$ cat src/design/sapa_pkg.sv
// shared types, codes and defaults for the subnet address pool allocator
package sapa_pkg;

  localparam int WORD_BITS          = 32;
  localparam int DEF_POOL_ADDR_BITS = 10;

  // request command codes
  typedef enum logic [2:0] {
    CMD_CLEAR   = 3'd0,
    CMD_ALLOC   = 3'd1,
    CMD_RELEASE = 3'd2,
    CMD_RESERVE = 3'd3,
    CMD_QUERY   = 3'd4
  } cmd_e;

  // result status codes
  typedef enum logic [1:0] {
    ST_OK       = 2'd0,
    ST_NO_FREE  = 2'd1,
    ST_OUTSIDE  = 2'd2
  } status_e;

  // configuration register select (paddr bit 2)
  localparam logic REG_BASE   = 1'b0;
  localparam logic REG_PREFIX = 1'b1;

  // controller to datapath commands
  typedef struct packed {
    logic req_load;
    logic sweep_write;
    logic sweep_mark;
    logic scan_init;
    logic scan_step;
    logic rmw_read;
    logic rmw_exec;
    logic out_load;
  } ctrl_cmd_t;

  // datapath to controller status
  typedef struct packed {
    logic sweep_last;
    logic scan_done;
  } dp_status_t;

endpackage

$ cat src/design/sapa_ram.sv
// generic single write port, single read port ram with registered read data
module sapa_ram #(
  parameter int WIDTH = 32,
  parameter int DEPTH = 32,
  parameter int AW    = (DEPTH > 1) ? $clog2(DEPTH) : 1
) (
  input  logic             clk_i,
  input  logic             we_i,
  input  logic [AW-1:0]    waddr_i,
  input  logic [WIDTH-1:0] wdata_i,
  input  logic             re_i,
  input  logic [AW-1:0]    raddr_i,
  output logic [WIDTH-1:0] rdata_o
);

  logic [WIDTH-1:0] mem_q [DEPTH];
  logic [WIDTH-1:0] rdata_q;

  always_ff @(posedge clk_i) begin
    if (we_i) begin
      mem_q[waddr_i] <= wdata_i;
    end
    if (re_i) begin
      rdata_q <= mem_q[raddr_i];
    end
  end

  assign rdata_o = rdata_q;

endmodule

$ cat src/design/sapa_ctrl.sv
// control state machine of the subnet address pool allocator
module sapa_ctrl (
  input  logic                 clk_i,
  input  logic                 rst_ni,
  input  logic                 in_valid_i,
  output logic                 in_stall_o,
  input  logic [2:0]           in_cmd_i,
  output logic                 out_valid_o,
  input  logic                 out_stall_i,
  output sapa_pkg::ctrl_cmd_t  cmd_o,
  input  sapa_pkg::dp_status_t status_i
);
  import sapa_pkg::*;

  typedef enum logic [6:0] {
    S_INIT   = 7'b0000001,
    S_IDLE   = 7'b0000010,
    S_CLEAR  = 7'b0000100,
    S_SCAN   = 7'b0001000,
    S_RD     = 7'b0010000,
    S_EXEC   = 7'b0100000,
    S_FINISH = 7'b1000000
  } state_e;

  state_e state_q, state_d;
  logic   out_valid_q, out_valid_d;

  always_comb begin
    state_d = state_q;
    cmd_o   = '0;
    unique case (state_q)
      S_INIT: begin
        // clearing pass after reset, no result
        cmd_o.sweep_write = 1'b1;
        if (status_i.sweep_last) begin
          state_d = S_IDLE;
        end
      end
      S_IDLE: begin
        if (in_valid_i) begin
          cmd_o.req_load = 1'b1;
          unique case (cmd_e'(in_cmd_i))
            CMD_CLEAR: begin
              state_d = S_CLEAR;
            end
            CMD_ALLOC: begin
              cmd_o.scan_init = 1'b1;
              state_d         = S_SCAN;
            end
            CMD_RELEASE, CMD_RESERVE, CMD_QUERY: begin
              state_d = S_RD;
            end
            default: begin
              state_d = S_FINISH;
            end
          endcase
        end
      end
      S_CLEAR: begin
        cmd_o.sweep_write = 1'b1;
        cmd_o.sweep_mark  = 1'b1;
        if (status_i.sweep_last) begin
          state_d = S_FINISH;
        end
      end
      S_SCAN: begin
        cmd_o.scan_step = 1'b1;
        if (status_i.scan_done) begin
          state_d = S_FINISH;
        end
      end
      S_RD: begin
        cmd_o.rmw_read = 1'b1;
        state_d        = S_EXEC;
      end
      S_EXEC: begin
        cmd_o.rmw_exec = 1'b1;
        state_d        = S_FINISH;
      end
      S_FINISH: begin
        if (!out_valid_q || !out_stall_i) begin
          cmd_o.out_load = 1'b1;
          state_d        = S_IDLE;
        end
      end
      default: begin
        state_d = S_INIT;
      end
    endcase
  end

  assign out_valid_d = cmd_o.out_load | (out_valid_q & out_stall_i);

  always_ff @(posedge clk_i or negedge rst_ni) begin
    if (!rst_ni) begin
      state_q     <= S_INIT;
      out_valid_q <= 1'b0;
    end else begin
      state_q     <= state_d;
      out_valid_q <= out_valid_d;
    end
  end

  assign in_stall_o  = (state_q != S_IDLE);
  assign out_valid_o = out_valid_q;

endmodule

$ cat src/design/sapa_dp.sv
// datapath: config registers, used bitmap, scan, read-modify-write and result registers
module sapa_dp #(
  parameter int POOL_ADDR_BITS = sapa_pkg::DEF_POOL_ADDR_BITS
) (
  input  logic                 clk_i,
  input  logic                 rst_ni,
  input  sapa_pkg::ctrl_cmd_t  cmd_i,
  output sapa_pkg::dp_status_t status_o,
  input  logic [2:0]           in_cmd_i,
  input  logic [31:0]          in_host_address_i,
  output logic [31:0]          out_result_address_o,
  output logic [1:0]           out_status_o,
  output logic                 out_is_free_o,
  input  logic                 psel,
  input  logic                 penable,
  input  logic                 pwrite,
  input  logic [2:0]           paddr,
  input  logic [31:0]          pwdata,
  output logic [31:0]          prdata
);
  import sapa_pkg::*;

  localparam int POOL_WORDS = (POOL_ADDR_BITS > 5) ? 2 ** (POOL_ADDR_BITS - 5) : 1;
  localparam int WORD_AW    = (POOL_ADDR_BITS > 5) ? POOL_ADDR_BITS - 5 : 1;
  localparam int HB         = $clog2(POOL_ADDR_BITS + 1);
  localparam logic [5:0]         PFX_LO    = 6'(32 - POOL_ADDR_BITS);
  localparam logic [WORD_AW-1:0] LAST_WORD = WORD_AW'(POOL_WORDS - 1);

  function automatic logic [4:0] first_set(input logic [WORD_BITS-1:0] v);
    logic [4:0] idx;
    idx = '0;
    for (int i = WORD_BITS - 1; i >= 0; i--) begin
      if (v[i]) begin
        idx = 5'(i);
      end
    end
    return idx;
  endfunction

  // configuration registers
  logic [31:0] base_q;
  logic [5:0]  prefix_q;

  always_ff @(posedge clk_i or negedge rst_ni) begin
    if (!rst_ni) begin
      base_q   <= '0;
      prefix_q <= 6'd32;
    end else if (psel && penable && pwrite) begin
      unique case (paddr[2])
        REG_BASE:   base_q   <= pwdata;
        REG_PREFIX: prefix_q <= pwdata[5:0];
        default:    base_q   <= base_q;
      endcase
    end
  end

  always_comb begin
    unique case (paddr[2])
      REG_BASE:   prdata = base_q;
      REG_PREFIX: prdata = {26'b0, prefix_q};
      default:    prdata = '0;
    endcase
  end

  // subnet geometry
  logic [5:0]         pfx_eff;
  logic [HB-1:0]      host_bits;
  logic [31:0]        net_mask, host_mask, net_base;
  logic               has_reserved, small_net;
  logic [4:0]         hosts_small;
  logic [31:0]        scan_valid;
  logic [WORD_AW-1:0] last_word;

  always_comb begin
    if (prefix_q < PFX_LO) begin
      pfx_eff = PFX_LO;
    end else if (prefix_q > 6'd32) begin
      pfx_eff = 6'd32;
    end else begin
      pfx_eff = prefix_q;
    end
  end

  assign host_bits    = HB'(6'd32 - pfx_eff);
  assign net_mask     = 32'hFFFF_FFFF << host_bits;
  assign host_mask    = ~net_mask;
  assign net_base     = base_q & net_mask;
  assign has_reserved = 6'(host_bits) >= 6'd2;
  assign small_net    = 6'(host_bits) < 6'd5;
  assign hosts_small  = 5'd1 << host_bits;
  assign scan_valid   = small_net ? ~(32'hFFFF_FFFF << hosts_small) : 32'hFFFF_FFFF;
  assign last_word    = host_mask[5 +: WORD_AW];

  // request registers
  logic [2:0]  req_cmd_q;
  logic [31:0] req_addr_q;

  always_ff @(posedge clk_i) begin
    if (cmd_i.req_load) begin
      req_cmd_q  <= in_cmd_i;
      req_addr_q <= in_host_address_i;
    end
  end

  logic               in_subnet;
  logic [31:0]        tgt_off;
  logic [WORD_AW-1:0] tgt_word;
  logic [31:0]        tgt_mask;

  assign in_subnet = (req_addr_q & net_mask) == net_base;
  assign tgt_off   = req_addr_q & host_mask;
  assign tgt_word  = tgt_off[5 +: WORD_AW];
  assign tgt_mask  = 32'd1 << tgt_off[4:0];

  // clear sweep pointer, wraps back to zero after the last word
  logic [WORD_AW-1:0] sweep_ptr_q;
  logic               sweep_last;
  logic [31:0]        sweep_word;

  assign sweep_last = sweep_ptr_q == LAST_WORD;

  always_comb begin
    sweep_word = '0;
    if (cmd_i.sweep_mark && has_reserved) begin
      if (sweep_ptr_q == '0) begin
        sweep_word[0] = 1'b1;
      end
      if (sweep_ptr_q == last_word) begin
        sweep_word = sweep_word | (32'd1 << host_mask[4:0]);
      end
    end
  end

  // allocate scan: one word read per cycle, checked in the following cycle
  logic [WORD_AW:0]   issue_ptr_q;
  logic [WORD_AW-1:0] chk_ptr_q;
  logic               pend_q;
  logic               issue_ok;
  logic [31:0]        rd_data;
  logic [31:0]        free_bits;
  logic [4:0]         free_idx;
  logic               found, exhausted;

  assign issue_ok  = issue_ptr_q <= {1'b0, last_word};
  assign free_bits = ~rd_data & scan_valid;
  assign free_idx  = first_set(free_bits);
  assign found     = pend_q & (|free_bits);
  assign exhausted = pend_q & ~(|free_bits) & (chk_ptr_q == last_word);

  always_ff @(posedge clk_i or negedge rst_ni) begin
    if (!rst_ni) begin
      sweep_ptr_q <= '0;
      issue_ptr_q <= '0;
      chk_ptr_q   <= '0;
      pend_q      <= 1'b0;
    end else begin
      if (cmd_i.sweep_write) begin
        sweep_ptr_q <= sweep_last ? '0 : sweep_ptr_q + 1'b1;
      end
      if (cmd_i.scan_init) begin
        issue_ptr_q <= '0;
        pend_q      <= 1'b0;
      end else if (cmd_i.scan_step) begin
        pend_q <= issue_ok;
        if (issue_ok) begin
          issue_ptr_q <= issue_ptr_q + 1'b1;
          chk_ptr_q   <= issue_ptr_q[WORD_AW-1:0];
        end
      end
    end
  end

  assign status_o.sweep_last = sweep_last;
  assign status_o.scan_done  = found | exhausted;

  // memory port muxing
  logic               ram_we, ram_re;
  logic [WORD_AW-1:0] ram_waddr, ram_raddr;
  logic [31:0]        ram_wdata;

  always_comb begin
    ram_we    = 1'b0;
    ram_waddr = sweep_ptr_q;
    ram_wdata = sweep_word;
    if (cmd_i.sweep_write) begin
      ram_we = 1'b1;
    end else if (cmd_i.scan_step && found) begin
      ram_we    = 1'b1;
      ram_waddr = chk_ptr_q;
      ram_wdata = rd_data | (32'd1 << free_idx);
    end else if (cmd_i.rmw_exec && in_subnet) begin
      ram_waddr = tgt_word;
      unique case (cmd_e'(req_cmd_q))
        CMD_RELEASE: begin
          ram_we    = 1'b1;
          ram_wdata = rd_data & ~tgt_mask;
        end
        CMD_RESERVE: begin
          ram_we    = 1'b1;
          ram_wdata = rd_data | tgt_mask;
        end
        default: begin
          ram_we = 1'b0;
        end
      endcase
    end
  end

  assign ram_re    = cmd_i.rmw_read | (cmd_i.scan_step & issue_ok);
  assign ram_raddr = cmd_i.rmw_read ? tgt_word : issue_ptr_q[WORD_AW-1:0];

  sapa_ram #(
    .WIDTH (WORD_BITS),
    .DEPTH (POOL_WORDS),
    .AW    (WORD_AW)
  ) u_map_ram (
    .clk_i   (clk_i),
    .we_i    (ram_we),
    .waddr_i (ram_waddr),
    .wdata_i (ram_wdata),
    .re_i    (ram_re),
    .raddr_i (ram_raddr),
    .rdata_o (rd_data)
  );

  // pending result and output registers
  logic [31:0] res_addr_q, out_addr_q;
  status_e     res_status_q, out_status_q;
  logic        res_free_q, out_free_q;

  always_ff @(posedge clk_i) begin
    if (cmd_i.req_load) begin
      res_addr_q   <= '0;
      res_status_q <= cmd_i.scan_init ? ST_NO_FREE : ST_OK;
      res_free_q   <= 1'b0;
    end else if (cmd_i.scan_step && found) begin
      res_addr_q   <= net_base | 32'({chk_ptr_q, free_idx});
      res_status_q <= ST_OK;
    end else if (cmd_i.rmw_exec) begin
      if (cmd_e'(req_cmd_q) == CMD_RESERVE && !in_subnet) begin
        res_status_q <= ST_OUTSIDE;
      end
      if (cmd_e'(req_cmd_q) == CMD_QUERY) begin
        res_free_q <= in_subnet & ~rd_data[tgt_off[4:0]];
      end
    end
    if (cmd_i.out_load) begin
      out_addr_q   <= res_addr_q;
      out_status_q <= res_status_q;
      out_free_q   <= res_free_q;
    end
  end

  assign out_result_address_o = out_addr_q;
  assign out_status_o         = out_status_q;
  assign out_is_free_o        = out_free_q;

endmodule

$ cat src/design/subnet_address_pool_allocator_top.sv
// top level of the subnet address pool allocator
// operation: clear sweeps all bitmap words, release, reserve and query read one word,
//   release and reserve write it back, allocate scans one bitmap word per cycle
// throughput: one request at a time, in_stall_o stays high until the controller is idle
// reset: async active low; a clearing pass over all POOL_WORDS words (32 by default)
//   zeroes the bitmap while in_stall_o stays high, config resets to base 0, prefix 32
module subnet_address_pool_allocator_top #(
  parameter int POOL_ADDR_BITS = sapa_pkg::DEF_POOL_ADDR_BITS
) (
  input  logic        clk_i,
  input  logic        rst_ni,
  // request channel
  input  logic        in_valid_i,
  output logic        in_stall_o,
  input  logic [2:0]  in_cmd_i,
  input  logic [31:0] in_host_address_i,
  // result channel
  output logic        out_valid_o,
  input  logic        out_stall_i,
  output logic [31:0] out_result_address_o,
  output logic [1:0]  out_status_o,
  output logic        out_is_free_o,
  // configuration port
  input  logic        psel,
  input  logic        penable,
  input  logic        pwrite,
  input  logic [2:0]  paddr,
  input  logic [31:0] pwdata,
  output logic [31:0] prdata,
  output logic        pready
);
  import sapa_pkg::*;

  ctrl_cmd_t  ctrl_cmd;
  dp_status_t dp_status;

  // config writes complete in the access cycle, no wait states
  assign pready = 1'b1;

  // controller: sequences clear sweep, allocate scan and read-modify-write,
  // then parks the result in the output register
  sapa_ctrl u_ctrl (
    .clk_i       (clk_i),
    .rst_ni      (rst_ni),
    .in_valid_i  (in_valid_i),
    .in_stall_o  (in_stall_o),
    .in_cmd_i    (in_cmd_i),
    .out_valid_o (out_valid_o),
    .out_stall_i (out_stall_i),
    .cmd_o       (ctrl_cmd),
    .status_i    (dp_status)
  );

  // datapath: config registers, used bitmap memory, subnet math and results
  sapa_dp #(
    .POOL_ADDR_BITS (POOL_ADDR_BITS)
  ) u_dp (
    .clk_i                (clk_i),
    .rst_ni               (rst_ni),
    .cmd_i                (ctrl_cmd),
    .status_o             (dp_status),
    .in_cmd_i             (in_cmd_i),
    .in_host_address_i    (in_host_address_i),
    .out_result_address_o (out_result_address_o),
    .out_status_o         (out_status_o),
    .out_is_free_o        (out_is_free_o),
    .psel                 (psel),
    .penable              (penable),
    .pwrite               (pwrite),
    .paddr                (paddr),
    .pwdata               (pwdata),
    .prdata               (prdata)
  );

endmodule

$ cat config.mk
export PLATFORM = sky130hd
export DESIGN_NAME = subnet_address_pool_allocator_top
export DESIGN_NICKNAME = d
export VERILOG_FILES = /design/src/design/sapa_pkg.sv /design/src/design/sapa_ram.sv /design/src/design/sapa_ctrl.sv /design/src/design/sapa_dp.sv /design/src/design/subnet_address_pool_allocator_top.sv
export SDC_FILE = /design/constraint.sdc
export NUM_CORES = 2
export LEC_CHECK = 0
export ABC_AREA = 1
export BUFFER_PORTS_ARGS = -buffer_cell sky130_fd_sc_hd__buf_2
export CELL_PAD_IN_SITES_DETAIL_PLACEMENT = 0
export CELL_PAD_IN_SITES_GLOBAL_PLACEMENT = 1
export CORE_MARGIN = 5
export CORE_UTILIZATION = 50
export DETAILED_ROUTE_END_ITERATION = 12
export PLACE_DENSITY = 0.84
export SLEW_MARGIN = 10
export SYNTH_ARGS = -nofsm -noshare
export SYNTH_HDL_FRONTEND = slang
export SYNTH_HIERARCHICAL = 1
export SYNTH_SLANG_ARGS = --single-unit
$ cat constraint.sdc
create_clock -name clk_i -period 7.7 [get_ports clk_i]
set_input_delay 2.31 -clock clk_i [delete_from_list [all_inputs] [get_ports clk_i]]
set_output_delay 2.31 -clock clk_i [all_outputs]
set_load 0.05 [all_outputs]
# Yosys cells after proc, flatten, opt, wreduce, memory -nomap -nowiden
# Memories as Yosys holds them, arrays and structs flattened. A register that Yosys moved wholly into a read port is not among the register bits.
# Index checks and enable logic that the tools add are counted.
[word_totals] regBits=168 latchBits=0 mem_bits_rw=1024 rom_bits=0 output_inout_bits=70 word_cells=196 memories=1
[classes] addsub=3 multipliers=0 div=0 magnitude_cmp=6 eq_ne=24 n_shift=6 n_mux=86 n_bitwise=27 n_reduce_logical=27
[mem_list] memory="u_dp.u_map_ram.mem_q" depth=32 word_bits=32 rd=1 rd_ports_with_merged_regs=1 wr=1 line_no="sapa_ram.sv:16" source="logic [WIDTH-1:0] mem_q [DEPTH];"
[op_table] cell="32-bit 2-to-1 mux" count=6
[op_table] cell="5-bit 2-to-1 mux" count=37
[op_table] cell="32-bit AND" count=4
[op_table] cell="32-bit one-hot mux with 2 select lines" count=2
[op_table] cell="32-bit inverter" count=3
[op_table] cell="1-bit by 5-bit left shift with 32-bit output, first input constant" count=3
[op_table] cell="32-bit bitwise OR" count=2
[op_table] cell="7-bit one-hot mux with 7 select lines" count=1
[op_table] cell="7-bit 2-to-1 mux" count=5
[op_table] cell="32-bit equality test" count=1
[op_table] cell="1-bit by 32-bit bitwise OR with 32-bit output" count=1
[op_table] cell="32-bit by 10-bit bitwise OR with 32-bit output" count=1
[op_table] cell="32-bit OR reduction" count=1
[op_table] cell="32-bit by 4-bit left shift with 32-bit output, first input constant" count=1
[op_table] cell="32-bit by 5-bit left shift with 32-bit output, first input constant" count=1
[op_table] cell="1-bit 2-to-1 mux" count=24
[op_table] cell="7-bit one-hot mux with 3 select lines" count=1
[op_table] cell="6-bit 2-to-1 mux" count=3
[op_table] cell="3-bit by 2-bit equality test with 1-bit output, second input constant" count=4
[op_table] cell="10-bit AND" count=1
[op_table] cell="5-bit equality test" count=2
[op_table] cell="10-bit inverter" count=1
[op_table] cell="2-bit 2-to-1 mux" count=4
[op_table] cell="4-bit 2-to-1 mux" count=2
[op_table] cell="39 further kinds" count=68

# Depth between registers and ports, before layout
[depth] depth_word=45 depth_mapped=45

# By module
# The synthesis kept the hierarchy.
[by_module_without_submodules] mod="sapa_ram" instances=1 cells_per_inst=3536 area_each_um2=42726.0 seq_area_each_um2=31710.4
[by_module_without_submodules] mod="sapa_dp" instances=1 cells_per_inst=1288 area_each_um2=9729.3 seq_area_each_um2=4200.3
[by_module_without_submodules] mod="sapa_ctrl" instances=1 cells_per_inst=91 area_each_um2=599.3 seq_area_each_um2=201.4
[by_module_without_submodules] mod="subnet_address_pool_allocator_top" instances=1 cells_per_inst=2 area_each_um2=11.3 seq_area_each_um2=0.0

# Worst setup path after synthesis
# No wires, ideal clock.
[synth_timing] kind="input to output" from="in paddr[2]" to="out prdata[0]" t_arrival_ns=3.596 required_ns=5.390 setup_slack_ns=1.794 path_stages=2 n_path_buf=1 path_cell_list="clkbuf_1 > o21ai_0"
[synth_between] elab_chain_cells=2
[synth_lines] item="start, declared" line_no="subnet_address_pool_allocator_top.sv:27" source="input logic [2:0] paddr,"
[synth_lines] item="1-bit inverter" line_no="sapa_dp.sv:58" source="unique case (paddr[2])"
[synth_lines] item="32-bit one-hot mux with 2 select lines (*)" line_no="sapa_dp.sv:58"
[synth_lines] item="end, declared" line_no="subnet_address_pool_allocator_top.sv:29" source="output logic [31:0] prdata,"
# Mark *: on every way between the ends. The rest lies on a longest branch, timed or not.

# Worst setup path after layout
[layout_timing] from="reg u_dp.prefix_q[3]" to="mem u_dp.u_map_ram.mem_q[12][22], enable pin"
[layout_between] word_cells_on_any_way=29
[layout_rtl] item="start, declared" line_no="sapa_dp.sv:42" source="logic [5:0] prefix_q;"
[layout_rtl] item="start signal, assigned" line_no="sapa_dp.sv:51" source="REG_PREFIX: prefix_q <= pwdata[5:0];"
[layout_rtl] item="6-bit greater-than comparator" line_no="sapa_dp.sv:77" source="end else if (prefix_q > 6'd32) begin"
[layout_rtl] item="4-bit 2-to-1 mux" line_no="sapa_dp.sv:77"
[layout_rtl] item="4-bit 2-to-1 mux (*)" line_no="sapa_dp.sv:75" source="if (prefix_q < PFX_LO) begin"
[layout_rtl] item="1-bit by 4-bit subtractor with 4-bit output (*)" line_no="sapa_dp.sv:84" source="assign host_bits = HB'(6'd32 - pfx_eff);"
[layout_rtl] item="1-bit by 4-bit left shift with 5-bit output" line_no="sapa_dp.sv:90" source="assign hosts_small = 5'd1 << host_bits;"
[layout_rtl] item="32-bit by 5-bit left shift with 32-bit output" line_no="sapa_dp.sv:91" source="assign scan_valid = small_net ? ~(32'hFFFF_FFFF << hosts_small) : 32'hFFFF_FFFF;"
[layout_rtl] item="32-bit inverter" line_no="sapa_dp.sv:91"
[layout_rtl] item="32-bit 2-to-1 mux" line_no="sapa_dp.sv:91"
[layout_rtl] item="32-bit AND" line_no="sapa_dp.sv:145" source="assign free_bits = ~rd_data & scan_valid;"
[layout_rtl] item="32-bit OR reduction" line_no="sapa_dp.sv:147" source="assign found = pend_q & (|free_bits);"
[layout_rtl] item="1-bit AND" line_no="sapa_dp.sv:147"
[layout_rtl] item="1-bit logical AND" line_no="sapa_dp.sv:187" source="end else if (cmd_i.scan_step && found) begin"
[layout_rtl] item="5-bit 2-to-1 mux (*)" line_no="sapa_dp.sv:187"
[layout_rtl] item="5-bit 2-to-1 mux (*)" line_no="sapa_dp.sv:185" source="if (cmd_i.sweep_write) begin"
[layout_rtl] item="via u_dp.ram_waddr[1]" line_no="sapa_dp.sv:178" source="logic [WORD_AW-1:0] ram_waddr, ram_raddr;"
[layout_rtl] item="end, declared" line_no="sapa_ram.sv:16"
# Mark *: on every way through the listed nets, which the timed path passes. The rest lies on a longest branch.

==> metrics <==
status=finished, final reports clean; DR vias=36739; fmax=148 MHz; post-synthesis async set-or-reset flop share=0.0515; Synth Flop Type=edfxtp_1; Distinct cells, synth=65; Fin. Hold Viols=0; P_int=0.0125 W; core region area=105000 um2; clk sinks=approximately 1200; Switching Fraction=0.339; grt total ovfl=0; Setup TNS=0 ns; global-route wire length before repair=approximately 210000 um; Hold Buf Count CTS=0; Area Growth Syn to Fin=10.5%; Ys Warns=6; max_slew headroom=0.165; mapped cell area=between 50000 and 60000 um2; CP max FO=56; Setup Buffers After CTS=0; synthesized flop and latch total=1224; syn nets=around 5000; clk_skew=0.0601 ns; DR pass1 iterations=6; combinational share of power=0.268; Post-Syn Instances=4917; Die W=336 um; # rows=119; commonest non-fill, non-tap cells in the layout=1724 x nand2_1, 1128 x edfxtp_1, 843 x nand3_1; final layout net count=5087; top post-synthesis cells by area=edfxtp_1 64%, nand2_1 12%, nand3_1 8.0%, dfrtp_1 2.9%, buf_6 1.5%; RSZ-0062 raised after global routing=no; Tmin final=just under 7 ns; CTS tree=built; Psw=0.00641 W; layout cells sized above 1=0.102; final WL=141000 um; CP max-delay cell=nor2_4; routed length on met3=10600 um; Num CTS Buffers=between 100 and 150; routability-driven placement congestion ratio=slightly above 0.9; Starting Density=0.503; Die Y=between 300 and 400 um; measured slew at the worst slew-check pin=1.25 ns; part of the Yosys area used for sequential elements=0.681; Worst Setup End Kind=flop; Leak=22.2 nW; slowest stage delay, CP=1.02 ns; initial antenna violation count=3; fin crit share=0.875; die area=~110000 um2; Post-CTS Resized=0; CTS clk-pin slew, worst paths=0.06 ns; R2R setup slack=0.96 ns; top sig layer=met4; commonest non-fill, non-tap cell in the layout=nand2_1; clk root buf=clkbuf_16; IO buf count=approximately 140; gr usage total=0.245; Crit Path Category=reg -> reg; top cell type by total area after synthesis=edfxtp_1; Post-synth EDFFs=1128; Clock Power Share=0.295; Power Density=between 300 and 400 nW/um2; wire length on met1=59400 um; Antenna Violating Nets Remaining=0; total chip power=0.0189 W; arrival time worst endpoint=7.13 ns; Final setup violation count=0; routed len/inst=21.7 um; peak supply drop=0.357 mV; num ports=147; most used cell, CP=nand2_1; top-area cell type share of the netlist area=0.638; H-tree Lvls=3; final routed DRC violation total=0; Final Max Slew Viols=0; MaxCap Viol Count=0; vias in the first global route=34974; fill cell count=~8800; largest net degree at the start of global routing=206; Critical Path RT=8.10 ns; Reg power frac=0.438; Setup crit start kind=flop; routed wl met2=66300 um; drt via density=5.67; Hold/Removal Path Class=reg -> reg; worst-skew pair later-pin latency=0.73 ns; Syn Area/Cell=10.8 um2; DP HPWL=78900 um; Max Buffers Root-to-Sink=3; DR iter-0 viols=3727
## cells by family (layout without fill, tap and decap cells)
logic type                 Yosys count  in the layout  share of synthesized area
AOI/OAI and AO/OA                  338            338                     0.0359
xor gates and xnor gates            32             32                    0.00528
adders and majority gates           15             15                    0.00354
buffers and inverters              463            632                     0.0477
DFF                               1224           1224                      0.681
other                                1              7                  0.0000707
and+or+nand+nor                   2844           2844                      0.227
## critical path: cells and delay by family (launching register included)
kind | cells | cell delay (ns)
compound gates | 5 | 1.23
fa+ha+maj | 1 | 0.22
buf+inv | 8 | 1.31
flops | 1 | 0.38
simple gates | 14 | 3.22
## cells in the mapped netlist (12+ instances only)
library cell and instances:
clkbuf_1 55, nor2_1 187, nand2_1 1727, ha_1 15
inv_2 16, buf_4 28, buf_6 70, nand4_1 25
o21ai_1 21, o22ai_1 15, buf_1 23, xor2_1 20
xnor2_1 12, dfrtp_1 61, dfxtp_1 33, o21ai_0 129
nand3_1 843, inv_1 166, a21oi_1 119, nor3_1 20
buf_2 96, edfxtp_1 1128
## final cells by class
| cell class | count | area, um2 | area share |
|---|---|---|---|
| inverters | 188 | 739 | 0.0126 |
| flip-flops and latches | 1224 | 36100 | 0.616 |
| multi-input cells | 3230 | 14800 | 0.253 |
| repair buffers | 230 | 1440 | 0.0246 |
| clock buffers | 162 | 3260 | 0.0556 |
| diodes | 6 | 15.0 | 0.000256 |
| well taps | 1391 | 1740 | 0.0297 |
| clock inverters | 52 | 490 | 0.00836 |
## power groups by stage
| stage | clock, W | sequential, W | combinational (W) |
|---|---|---|---|
| after global routing | 0.00592 | 0.00832 | 0.00556 |
| after CTS | 0.00565 | 0.00826 | 0.00501 |
| after global placement | 0 | 0.00837 | 0.00492 |
| final | 0.00557 | 0.00827 | 0.00506 |
| after floorplan | 0 | 0.00835 | 0.00358 |
| after detailed placement | 0 | 0.00840 | 0.00498 |
## sequential cells by signal, summed over array words and instances, names as in the netlist, 3 cells and up
register                   cells
u_dp/issue_ptr_q               6
u_dp/u_map_ram/rdata_o        32
u_dp/prefix_q                  6
u_dp/req_cmd_q                 3
u_dp/out_result_address_o     32
u_dp/base_q                   32
u_ctrl/state_q                 7
u_dp/res_addr_q               32
u_dp/chk_ptr_q                 5
u_dp/sweep_ptr_q               5
u_dp/u_map_ram/mem_q        1024
u_dp/req_addr_q               32
## worst paths after layout
check	end	cells after the start	startpoint
max	u_dp/u_map_ram/mem_q[12][22]$_DFFE_PP_	28	u_dp/prefix_q[3]$_DFFE_PN0P_
min	u_dp/out_result_address_o[21]$_DFFE_PP_	0	u_dp/res_addr_q[21]$_SDFFE_PP0P_
max reg2reg	u_dp/u_map_ram/mem_q[12][22]$_DFFE_PP_	28	u_dp/prefix_q[3]$_DFFE_PN0P_
min reg2reg	u_dp/out_result_address_o[21]$_DFFE_PP_	0	u_dp/res_addr_q[21]$_SDFFE_PP0P_
max in group asynchronous	u_dp/issue_ptr_q[3]$_DFFE_PN0P_	2	rst_ni
min in group asynchronous	u_dp/base_q[30]$_DFFE_PN0P_	2	rst_ni
## metal layers
layer,vias up,global-route usage
met4,0,0.0776
li1,17125,-
met5,-,0
met2,1436,0.398
met1,17909,0.342
met3,269,0.0399
## metrics by stage
step	hold WS [ns]	util	worst slack, ns	cell area (um2)	instances
after global placement	0.408	0.520	1.11	54900	6263
after CTS	0.410	0.556	1.06	58600	6477
final	0.415	0.556	0.962	58600	6483
after global routing	0.428	0.556	0.486	58600	6480
after detailed placement	0.405	0.520	1.08	54900	6263
after floorplan	0.400	-	1.79	53100	4917
Power figures use the tool's default switching activity.
